$ cat src/rtl/msq_pkg.sv
`default_nettype none
package msq_pkg;

  localparam int unsigned MELODY_LEN = 12;
  localparam int unsigned PHASE_BITS = 32;

  localparam int unsigned RATE_W    = 18;
  localparam int unsigned LEVEL_W   = 7;
  localparam int unsigned LEN_W     = 10;
  localparam int unsigned PERIOD_W  = LEN_W + 1;
  localparam int unsigned ELAPSED_W = 20;
  localparam int unsigned NOTE_W    = 4;
  localparam int unsigned SAMPLE_W  = 16;
  localparam int unsigned AMP_W     = 15;
  localparam int unsigned FREQ_W    = 10;
  localparam int unsigned CFG_IDX_W = 2;
  localparam int unsigned CFG_W     = RATE_W;
  localparam int unsigned CNT_W     =
    $clog2((PHASE_BITS > ELAPSED_W) ? PHASE_BITS : ELAPSED_W);

  localparam logic [CFG_IDX_W-1:0] REG_SAMPLE_RATE = 2'd0;
  localparam logic [CFG_IDX_W-1:0] REG_LEVEL       = 2'd1;
  localparam logic [CFG_IDX_W-1:0] REG_NOTE_LEN    = 2'd2;
  localparam logic [CFG_IDX_W-1:0] REG_GAP_LEN     = 2'd3;

  localparam logic [RATE_W-1:0]  RATE_RESET   = 18'd16000;
  localparam logic [LEVEL_W-1:0] LEVEL_RESET  = 7'd50;
  localparam logic [LEN_W-1:0]   NOTE_RESET   = 10'd180;
  localparam logic [LEN_W-1:0]   GAP_RESET    = 10'd40;
  localparam logic [RATE_W-1:0]  DEFAULT_RATE = 18'd16000;
  localparam logic [RATE_W-1:0]  FREQ_FLOOR   = 18'd40;
  localparam logic [AMP_W-1:0]   FULL_SCALE   = 15'd32767;
  localparam logic [AMP_W-1:0]   AMP_FLOOR    = 15'd200;

  // level * 32767 / 100 through a reciprocal: ceil(2^29 / 100)
  localparam int unsigned   SCALED_W  = LEVEL_W + AMP_W;
  localparam int unsigned   RECIP_W   = 23;
  localparam int unsigned   RECIP_SH  = 29;
  localparam logic [RECIP_W-1:0] RECIP_100 = 23'd5368710;

  typedef struct packed {
    logic load;
    logic idx_step;
    logic step_start;
    logic step_step;
    logic commit;
  } msq_cmd_t;

  typedef struct packed {
    logic need_load;
  } msq_status_t;

  function automatic logic [FREQ_W-1:0] note_freq(input logic [NOTE_W-1:0] idx);
    logic [FREQ_W-1:0] f;
    unique case (idx)
      4'd1, 4'd4, 4'd7, 4'd10: f = 10'd587;
      4'd2, 4'd8:              f = 10'd659;
      default:                 f = 10'd523;
    endcase
    return f;
  endfunction

endpackage
`default_nettype wire

$ cat src/rtl/msq_ctrl.sv
`default_nettype none
module msq_ctrl (
  input  wire                         clk_i,
  input  wire                         rst_ni,
  input  wire                         s_axis_tvalid,
  output logic                        s_axis_tready,
  output logic                        m_axis_tvalid,
  input  wire                         m_axis_tready,
  input  wire msq_pkg::msq_status_t   status_i,
  output msq_pkg::msq_cmd_t           cmd_o
);

  localparam logic [1:0] S_IDLE = 2'd0;
  localparam logic [1:0] S_IDX  = 2'd1;
  localparam logic [1:0] S_STEP = 2'd2;
  localparam logic [1:0] S_OUT  = 2'd3;

  localparam logic [msq_pkg::CNT_W-1:0] IDX_LAST  = msq_pkg::CNT_W'(msq_pkg::ELAPSED_W - 1);
  localparam logic [msq_pkg::CNT_W-1:0] STEP_LAST = msq_pkg::CNT_W'(msq_pkg::PHASE_BITS - 1);

  logic [1:0]                state_q, state_d;
  logic [msq_pkg::CNT_W-1:0] cnt_q, cnt_d;
  logic                      ovalid_q, ovalid_d;
  logic                      accept;

  assign s_axis_tready = (state_q == S_IDLE);
  assign accept        = s_axis_tvalid && s_axis_tready;
  assign m_axis_tvalid = ovalid_q;

  always_comb begin
    state_d  = state_q;
    cnt_d    = cnt_q;
    ovalid_d = ovalid_q && !m_axis_tready;
    cmd_o    = '0;
    unique case (state_q)
      S_IDLE: begin
        if (accept) begin
          cmd_o.load = 1'b1;
          cnt_d      = '0;
          state_d    = S_IDX;
        end
      end
      S_IDX: begin
        cmd_o.idx_step = 1'b1;
        cnt_d          = cnt_q + 1'b1;
        if (cnt_q == IDX_LAST) begin
          cnt_d   = '0;
          state_d = S_OUT;
        end
      end
      S_STEP: begin
        cmd_o.step_step = 1'b1;
        cnt_d           = cnt_q + 1'b1;
        if (cnt_q == STEP_LAST) begin
          cnt_d   = '0;
          state_d = S_OUT;
        end
      end
      S_OUT: begin
        if (status_i.need_load && cnt_q == '0) begin
          // first pass through: start the increment division
          cmd_o.step_start = 1'b1;
          cnt_d            = '0;
          state_d          = S_STEP;
        end else if (!ovalid_q || m_axis_tready) begin
          cmd_o.commit = 1'b1;
          ovalid_d     = 1'b1;
          cnt_d        = '0;
          state_d      = S_IDLE;
        end
      end
      default: state_d = S_IDLE;
    endcase
    if (state_q == S_STEP && cnt_q == STEP_LAST) begin
      // mark the increment as done so the output state goes on to commit
      cnt_d = '1;
    end
  end

  always_ff @(posedge clk_i or negedge rst_ni) begin
    if (!rst_ni) begin
      state_q  <= S_IDLE;
      cnt_q    <= '0;
      ovalid_q <= 1'b0;
    end else begin
      state_q  <= state_d;
      cnt_q    <= cnt_d;
      ovalid_q <= ovalid_d;
    end
  end

  a_commit_free: assert property (@(posedge clk_i) disable iff (!rst_ni)
    cmd_o.commit |-> (!ovalid_q || m_axis_tready))
    else $error("result overwritten before it was taken");

  a_accept_div: assert property (@(posedge clk_i) disable iff (!rst_ni)
    accept |=> (state_q == S_IDX && cnt_q == '0))
    else $error("accepted word did not start the index division");

  a_idx_count: assert property (@(posedge clk_i) disable iff (!rst_ni)
    (state_q == S_IDX) |-> (cnt_q <= IDX_LAST))
    else $error("index division ran past its last step");

  a_commit_valid: assert property (@(posedge clk_i) disable iff (!rst_ni)
    cmd_o.commit |=> m_axis_tvalid)
    else $error("committed result not presented");

endmodule
`default_nettype wire

$ cat src/rtl/msq_dpath.sv
`default_nettype none
module msq_dpath (
  input  wire                                 clk_i,
  input  wire                                 rst_ni,
  input  wire                                 cfg_we_i,
  input  wire  [msq_pkg::CFG_IDX_W-1:0]       cfg_idx_i,
  input  wire  [msq_pkg::CFG_W-1:0]           cfg_data_i,
  input  wire                                 restart_i,
  input  wire  [msq_pkg::ELAPSED_W-1:0]       elapsed_i,
  input  wire msq_pkg::msq_cmd_t              cmd_i,
  output msq_pkg::msq_status_t                status_o,
  output logic [msq_pkg::SAMPLE_W-1:0]        sample_o,
  output logic                                muted_o,
  output logic [msq_pkg::NOTE_W-1:0]          note_o,
  output logic                                done_o
);

  localparam int unsigned EW = msq_pkg::ELAPSED_W;
  localparam int unsigned PW = msq_pkg::PERIOD_W;
  localparam int unsigned RW = msq_pkg::RATE_W;
  localparam int unsigned PB = msq_pkg::PHASE_BITS;
  localparam int unsigned NW = msq_pkg::NOTE_W;
  localparam int unsigned QW = msq_pkg::SCALED_W + msq_pkg::RECIP_W - msq_pkg::RECIP_SH;

  // configuration
  logic [RW-1:0]                    rate_q;
  logic [msq_pkg::LEVEL_W-1:0]      level_q;
  logic [msq_pkg::LEN_W-1:0]        note_len_q, gap_len_q;

  always_ff @(posedge clk_i or negedge rst_ni) begin
    if (!rst_ni) begin
      rate_q     <= msq_pkg::RATE_RESET;
      level_q    <= msq_pkg::LEVEL_RESET;
      note_len_q <= msq_pkg::NOTE_RESET;
      gap_len_q  <= msq_pkg::GAP_RESET;
    end else if (cfg_we_i) begin
      unique case (cfg_idx_i)
        msq_pkg::REG_SAMPLE_RATE: rate_q     <= cfg_data_i[RW-1:0];
        msq_pkg::REG_LEVEL:       level_q    <= cfg_data_i[msq_pkg::LEVEL_W-1:0];
        msq_pkg::REG_NOTE_LEN:    note_len_q <= cfg_data_i[msq_pkg::LEN_W-1:0];
        msq_pkg::REG_GAP_LEN:     gap_len_q  <= cfg_data_i[msq_pkg::LEN_W-1:0];
        default: ;
      endcase
    end
  end

  // amplitude
  logic [msq_pkg::SCALED_W-1:0]                   scaled;
  logic [msq_pkg::SCALED_W+msq_pkg::RECIP_W-1:0]  prod;
  logic [QW-1:0]                                  quot;
  logic [msq_pkg::AMP_W-1:0]                      amp_d, amp_q;

  assign scaled = (msq_pkg::SCALED_W'(level_q) << msq_pkg::AMP_W) - msq_pkg::SCALED_W'(level_q);
  assign prod   = (msq_pkg::SCALED_W+msq_pkg::RECIP_W)'(scaled)
                * (msq_pkg::SCALED_W+msq_pkg::RECIP_W)'(msq_pkg::RECIP_100);
  assign quot   = prod[msq_pkg::SCALED_W+msq_pkg::RECIP_W-1:msq_pkg::RECIP_SH];

  always_comb begin
    if (quot > QW'(msq_pkg::FULL_SCALE)) begin
      amp_d = msq_pkg::FULL_SCALE;
    end else if (quot < QW'(msq_pkg::AMP_FLOOR)) begin
      amp_d = msq_pkg::AMP_FLOOR;
    end else begin
      amp_d = quot[msq_pkg::AMP_W-1:0];
    end
  end

  always_ff @(posedge clk_i) begin
    amp_q <= amp_d;
  end

  // input word and note index divider
  logic          restart_q;
  logic [EW-1:0] dq_q, dq_d;
  logic [PW-1:0] rem_q, rem_d;
  logic [PW-1:0] period;
  logic [PW:0]   itrial;
  logic          ige;

  assign period = PW'(note_len_q) + PW'(gap_len_q);
  assign itrial = {rem_q, dq_q[EW-1]};
  assign ige    = (itrial >= {1'b0, period});

  always_comb begin
    dq_d  = dq_q;
    rem_d = rem_q;
    if (cmd_i.load) begin
      dq_d  = elapsed_i;
      rem_d = '0;
    end else if (cmd_i.idx_step) begin
      dq_d  = {dq_q[EW-2:0], ige};
      rem_d = ige ? PW'(itrial - {1'b0, period}) : itrial[PW-1:0];
    end
  end

  always_ff @(posedge clk_i) begin
    if (cmd_i.load) begin
      restart_q <= restart_i;
    end
    dq_q  <= dq_d;
    rem_q <= rem_d;
  end

  // architectural state
  logic [PB-1:0] phase_q, step_q;
  logic [NW-1:0] cur_q;
  logic          gmute_q;

  logic [EW-1:0] idx;
  logic [PW-1:0] offs;
  logic          done, chg, gmute_n;
  logic [NW-1:0] cur_eff, cur_n, load_note;
  logic [PB-1:0] phase_eff, step_eff, phase_n;

  assign idx       = (period == '0) ? '0 : dq_q;
  assign offs      = (period == '0) ? '0 : rem_q;
  assign done      = (idx >= EW'(msq_pkg::MELODY_LEN));
  assign cur_eff   = restart_q ? '0 : cur_q;
  assign chg       = !done && (idx != EW'(cur_eff));
  assign load_note = chg ? idx[NW-1:0] : '0;
  assign cur_n     = chg ? idx[NW-1:0] : cur_eff;
  assign gmute_n   = done ? (gmute_q && !restart_q)
                          : (offs >= PW'(note_len_q));
  assign status_o.need_load = chg || restart_q;

  // phase increment divider: (freq << PB) / rate, one quotient bit per cycle
  logic [RW-1:0] rate_eff, freq, rem2_q, rem2_d;
  logic [RW:0]   strial;
  logic          sge;
  logic [PB-1:0] q2_q, q2_d;

  assign rate_eff = (rate_q == '0) ? msq_pkg::DEFAULT_RATE : rate_q;

  always_comb begin
    freq = RW'(msq_pkg::note_freq(load_note));
    if (freq < msq_pkg::FREQ_FLOOR) begin
      freq = msq_pkg::FREQ_FLOOR;
    end
    if (freq >= (rate_eff >> 1)) begin
      freq = rate_eff >> 2;
    end
  end

  assign strial = {rem2_q, 1'b0};
  assign sge    = (strial >= {1'b0, rate_eff});

  always_comb begin
    rem2_d = rem2_q;
    q2_d   = q2_q;
    if (cmd_i.step_start) begin
      rem2_d = freq;
      q2_d   = '0;
    end else if (cmd_i.step_step) begin
      rem2_d = sge ? RW'(strial - {1'b0, rate_eff}) : strial[RW-1:0];
      q2_d   = {q2_q[PB-2:0], sge};
    end
  end

  always_ff @(posedge clk_i) begin
    rem2_q <= rem2_d;
    q2_q   <= q2_d;
  end

  assign step_eff  = status_o.need_load ? ((q2_q == '0) ? PB'(1) : q2_q) : step_q;
  assign phase_eff = restart_q ? '0 : phase_q;
  assign phase_n   = phase_eff + step_eff;

  always_ff @(posedge clk_i or negedge rst_ni) begin
    if (!rst_ni) begin
      phase_q <= '0;
      step_q  <= '0;
      cur_q   <= '0;
      gmute_q <= 1'b0;
    end else if (cmd_i.commit) begin
      phase_q <= phase_n;
      step_q  <= step_eff;
      cur_q   <= cur_n;
      gmute_q <= gmute_n;
    end
  end

  // output word
  logic [msq_pkg::SAMPLE_W-1:0] amp_ext, sample_n;

  assign amp_ext = msq_pkg::SAMPLE_W'(amp_q);

  always_comb begin
    if (gmute_n) begin
      sample_n = '0;
    end else if (phase_n[PB-1]) begin
      sample_n = amp_ext;
    end else begin
      sample_n = msq_pkg::SAMPLE_W'(0) - amp_ext;
    end
  end

  always_ff @(posedge clk_i) begin
    if (cmd_i.commit) begin
      sample_o <= sample_n;
      muted_o  <= gmute_n;
      note_o   <= cur_n;
      done_o   <= done;
    end
  end

endmodule
`default_nettype wire

$ cat src/rtl/melody_square_tone_generator.sv
// channel  | dir | tdata (low bit up)                      | tuser (low bit up)
// s_axis   | in  | elapsed time[19:0], zero pad to 24      | restart
// m_axis   | out | sample[15:0], note_number[19:16], pad   | muted, melody_done
// cfg      | in  | 0 sample rate, 1 level, 2 note length, 3 gap length
//
// one word at a time: restoring division finds the note and the offset in the note
// period, plus a second division for the phase increment on a note change or restart
// the next word is taken while a finished result waits in the output register
// reset restores register defaults and clears phase, increment, note and mute
`default_nettype none
module melody_square_tone_generator (
  input  wire                                 clk_i,
  input  wire                                 rst_ni,
  input  wire                                 s_axis_tvalid,
  output logic                                s_axis_tready,
  input  wire  [23:0]                         s_axis_tdata,  // elapsed time in ms
  input  wire  [0:0]                          s_axis_tuser,  // restart
  output logic                                m_axis_tvalid,
  input  wire                                 m_axis_tready,
  output logic [23:0]                         m_axis_tdata,  // sample, note_number
  output logic [1:0]                          m_axis_tuser,  // muted, melody_done
  input  wire                                 cfg_we_i,
  input  wire  [msq_pkg::CFG_IDX_W-1:0]       cfg_idx_i,
  input  wire  [msq_pkg::CFG_W-1:0]           cfg_data_i
);

  msq_pkg::msq_cmd_t             cmd;
  msq_pkg::msq_status_t          status;
  logic [msq_pkg::SAMPLE_W-1:0]  sample;
  logic [msq_pkg::NOTE_W-1:0]    note;
  logic                          muted, done;

  msq_ctrl u_ctrl (
    .clk_i         (clk_i),
    .rst_ni        (rst_ni),
    .s_axis_tvalid (s_axis_tvalid),
    .s_axis_tready (s_axis_tready),
    .m_axis_tvalid (m_axis_tvalid),
    .m_axis_tready (m_axis_tready),
    .status_i      (status),
    .cmd_o         (cmd)
  );

  msq_dpath u_dpath (
    .clk_i      (clk_i),
    .rst_ni     (rst_ni),
    .cfg_we_i   (cfg_we_i),
    .cfg_idx_i  (cfg_idx_i),
    .cfg_data_i (cfg_data_i),
    .restart_i  (s_axis_tuser[0]),
    .elapsed_i  (s_axis_tdata[msq_pkg::ELAPSED_W-1:0]),
    .cmd_i      (cmd),
    .status_o   (status),
    .sample_o   (sample),
    .muted_o    (muted),
    .note_o     (note),
    .done_o     (done)
  );

  assign m_axis_tdata = {4'b0, note, sample};
  assign m_axis_tuser = {done, muted};

endmodule
`default_nettype wire

$ cat config.mk
export PLATFORM = sky130hd
export DESIGN_NAME = melody_square_tone_generator
export DESIGN_NICKNAME = d
export VERILOG_FILES = /design/src/rtl/msq_pkg.sv /design/src/rtl/msq_ctrl.sv /design/src/rtl/msq_dpath.sv /design/src/rtl/melody_square_tone_generator.sv
export SDC_FILE = /design/constraint.sdc
export NUM_CORES = 1
export LEC_CHECK = 0
export ABC_AREA = 1
export BUFFER_PORTS_ARGS = -buffer_cell sky130_fd_sc_hd__buf_2
export CORE_MARGIN = 4
export CORE_UTILIZATION = 62
export DETAILED_ROUTE_END_ITERATION = 7
export PLACE_DENSITY = 0.8
export SYNTH_ARGS = -nofsm -noshare
export SYNTH_HDL_FRONTEND = slang
export SYNTH_SLANG_ARGS = --single-unit
$ cat constraint.sdc
create_clock -name clk_i -period 22 [get_ports clk_i]
set_clock_uncertainty 0.1 [all_clocks]
set_input_delay 1.1 -clock clk_i [delete_from_list [all_inputs] [get_ports clk_i]]
set_output_delay 1.1 -clock clk_i [all_outputs]
set_load 0.05 [all_outputs]
==> run summary <==
Tcrit/Tclk final: 46.0%
DR vias/cell: 5.49
status: completed
Largest delay share family, worst path: adder cells
Worst-Skew Late Latency: 0.56 ns
Max Cap Viol: 0
largest family of logic cells by synthesized area: adder cells
async set-or-reset flop fraction in the synthesized netlist: 50.6%
CTS tree: done
setup TNS: 0 ns
flop2flop setup slack: 11.88 ns
commonest non-fill, non-tap cell in the layout: inv_1
Crit path top cell by count: inv_1
die height: 206 µm
Synth cell types: 56
post-synthesis xor/xnor area fraction: 3.18%
PortBufs: 69
worst-path fanout max: 15
root buffer cell: clkbuf_16
Synth Area in Compound Gates: 11.2%
Rows: 72
drt total wl: 59.8 mm
commonest non-fill, non-tap cells in the layout: inv_1 (676), nand2_1 (568), ha_1 (323), nor2_1 (260), fa_1 (179)
Arrival @ worst endpoint: 10.41 ns
CP max stage delay: 0.88 ns
Slew Viols, Final: 0
DP HPWL: 48.2 mm
DRT iter0 DRCs: 1,242
final hold viol count: 0
overall routing resource usage: 28.8%
Mapped Area: 24,300 µm²
Cells after Synth: 3,084
aggregate global routing overflow: 0
RSZ-0062 raised after global routing: false
wire per inst: 16.3 µm
Routed Antenna Nets: 0
Max transition margin: 19.5%
Layout Nets: 3,680
number of flops mapped to enable cells by yosys: 61
Final setup viols: 0
layout cell share with drive strength beyond 1: 5.56%
sequential share of the synthesized area: 25.0%
FF+latch count, synth: 241
CTS Buffer Depth: 3
adder-cell share of the synthesized area: 31.4%
Synth Flop Type: dfrtp_1
CP required: 22.30 ns
IO Pins: 78
crit path kind: register to register
via count: 20,100
Ys Warns: 0
Avg Synthesized Cell Area: 7.87 µm²
Setup crit start kind: register
Core ar.: 38,600 µm²
Syn-to-layout area delta: 6.89%
drc violations: 0
worst slew pin tran: 1.20 ns
Hold-fix buffers, CTS: 0
Die Width: 206 µm
Post-CTS Setup Inserts: 0
starting density of the core: 62.8%
Worst path slowest cell: xor2_1
H-Tree Level Count: 1
first-pass GRT wire length: 99.8 mm
initial antenna violation count: 0
RD Place Congestion: 0.961
DRT Pass-1 Iters: 6
Worst-path clk slew: 0.06 ns
number of global-route vias before repair: 20,700
maximum clock rate: 98.8 MHz
largest net degree at the start of global routing: 104
DIE AREA: 42,400 µm²
mux contribution to synthesized area: 0.0464%
HP Class: register to register
CP bufs+invs: 8
post-cts sizing count: 0
Num CTS Buffers: 27
n_diodes: 0
Fillers: 3,196
CTS Sinks: 241
Final Critical Period: 10.12 ns
WHS: 0.378 ns
crit end category: register
simple-gate share of the synthesized area: 17.3%
final timing paths:
| check | start | cells after the start | endpoint |
|---|---|---|---|
| worst max-delay path | u_dpath.level_q[0]$_DFFE_PN0P_ | 36 | u_dpath.amp_q[5]$_SDFF_PN1_ |
| worst min-delay path | u_dpath.cur_q[0]$_DFFE_PN0P_ | 2 | u_dpath.cur_q[0]$_DFFE_PN0P_ |
| max in group asynchronous | rst_ni | 2 | u_dpath.phase_q[26]$_DFFE_PN0P_ |
| worst min register to register | u_dpath.cur_q[0]$_DFFE_PN0P_ | 2 | u_dpath.cur_q[0]$_DFFE_PN0P_ |
| worst max register to register | u_dpath.level_q[0]$_DFFE_PN0P_ | 36 | u_dpath.amp_q[5]$_SDFF_PN1_ |
| min in group asynchronous | rst_ni | 1 | u_dpath.rate_q[16]$_DFFE_PN0P_ |
worst reg2reg max path, delay by kind of cell (launching register included):
family                     cells  cell delay (ns)
adders and majority gates      9             3.82
buffers and inverters          8             1.12
and+or+nand+nor               14             2.13
AOI/OAI and AO/OA              3             0.51
DFF                            1             0.58
xor gates and xnor gates       2             1.74
synthesized netlist by cell type (all sizes together) (5+ instances only):
library cell / number / area share [%]
dfrtp: 107 / 11
nor2: 263 / 4.2
a21oi: 179 / 3.7
o221ai: 5 / 0.18
a21o: 6 / 0.19
fa: 179 / 15
clkbuf: 33 / 0.51
inv: 681 / 11
o21ai: 220 / 4.5
nand3: 84 / 1.9
xnor2: 39 / 1.4
dfstp: 15 / 1.6
nand2: 581 / 9.2
a31oi: 16 / 0.41
dfxtp: 58 / 4.8
o22ai: 8 / 0.21
o211ai: 23 / 0.71
o21bai: 11 / 0.34
xor2: 49 / 1.8
nor4: 18 / 0.46
nor3: 23 / 0.47
nand4: 25 / 0.64
or2: 8 / 0.21
nand3b: 7 / 0.22
edfxtp: 61 / 7.5
buf: 29 / 0.82
ha: 323 / 17
logic make-up (layout without fill, tap and decap cells):
logic type | after synthesis | after routing
simple gates | 1012 | 1012
buf+inv | 745 | 806
xor+xnor | 88 | 88
mux | 1 | 1
compound gates | 494 | 494
fa+ha+maj | 502 | 502
flops | 241 | 241
other cells | 1 | 4
stage by stage:
step	cell area, µm²	util (%)	instances	worst slack, ns
3_5_place_dp	25000	64.7	3617	11.97
6_report	25900	67.1	3666	11.88
2_1_floorplan	24300	-	3087	13.67
5_1_grt	25900	67.1	3666	11.10
4_1_cts	25900	67.1	3666	11.95
3_3_place_gp	25000	64.7	3617	12.21
routing by layer:
metal  routed length (µm)  global-route usage [%]
met4                 2690                    11.7
met2                29600                    51.6
met1                24600                    35.8
met3                 2880                    2.87
met5                    0                       0
layout make-up:
| cell class | instances | area [µm²] | area share, % |
|---|---|---|---|
| Timing Repair Buffer | 74 | 385 | 1.49 |
| Clock buffer | 33 | 769 | 2.97 |
| Multi-Input combinational cell | 2101 | 15300 | 59.1 |
| Inverter | 683 | 2560 | 9.88 |
| Sequential cell | 241 | 6060 | 23.4 |
| Clock inverter | 16 | 175 | 0.675 |
| Tap cell | 518 | 648 | 2.50 |
sequential cells by signal (all words and copies together) (netlist names), 15 cells and up:
register	cells
u_dpath.rate_q	18
u_dpath.step_q	32
u_dpath.rem2_q	18
u_dpath.phase_q	32
u_dpath.sample_o	16
u_dpath.dq_q	20
u_dpath.q2_q	32
u_dpath.amp_q	15
Power is not shown: default switching activity piles up to over one toggle a cycle in this logic, so the estimate is an artifact.
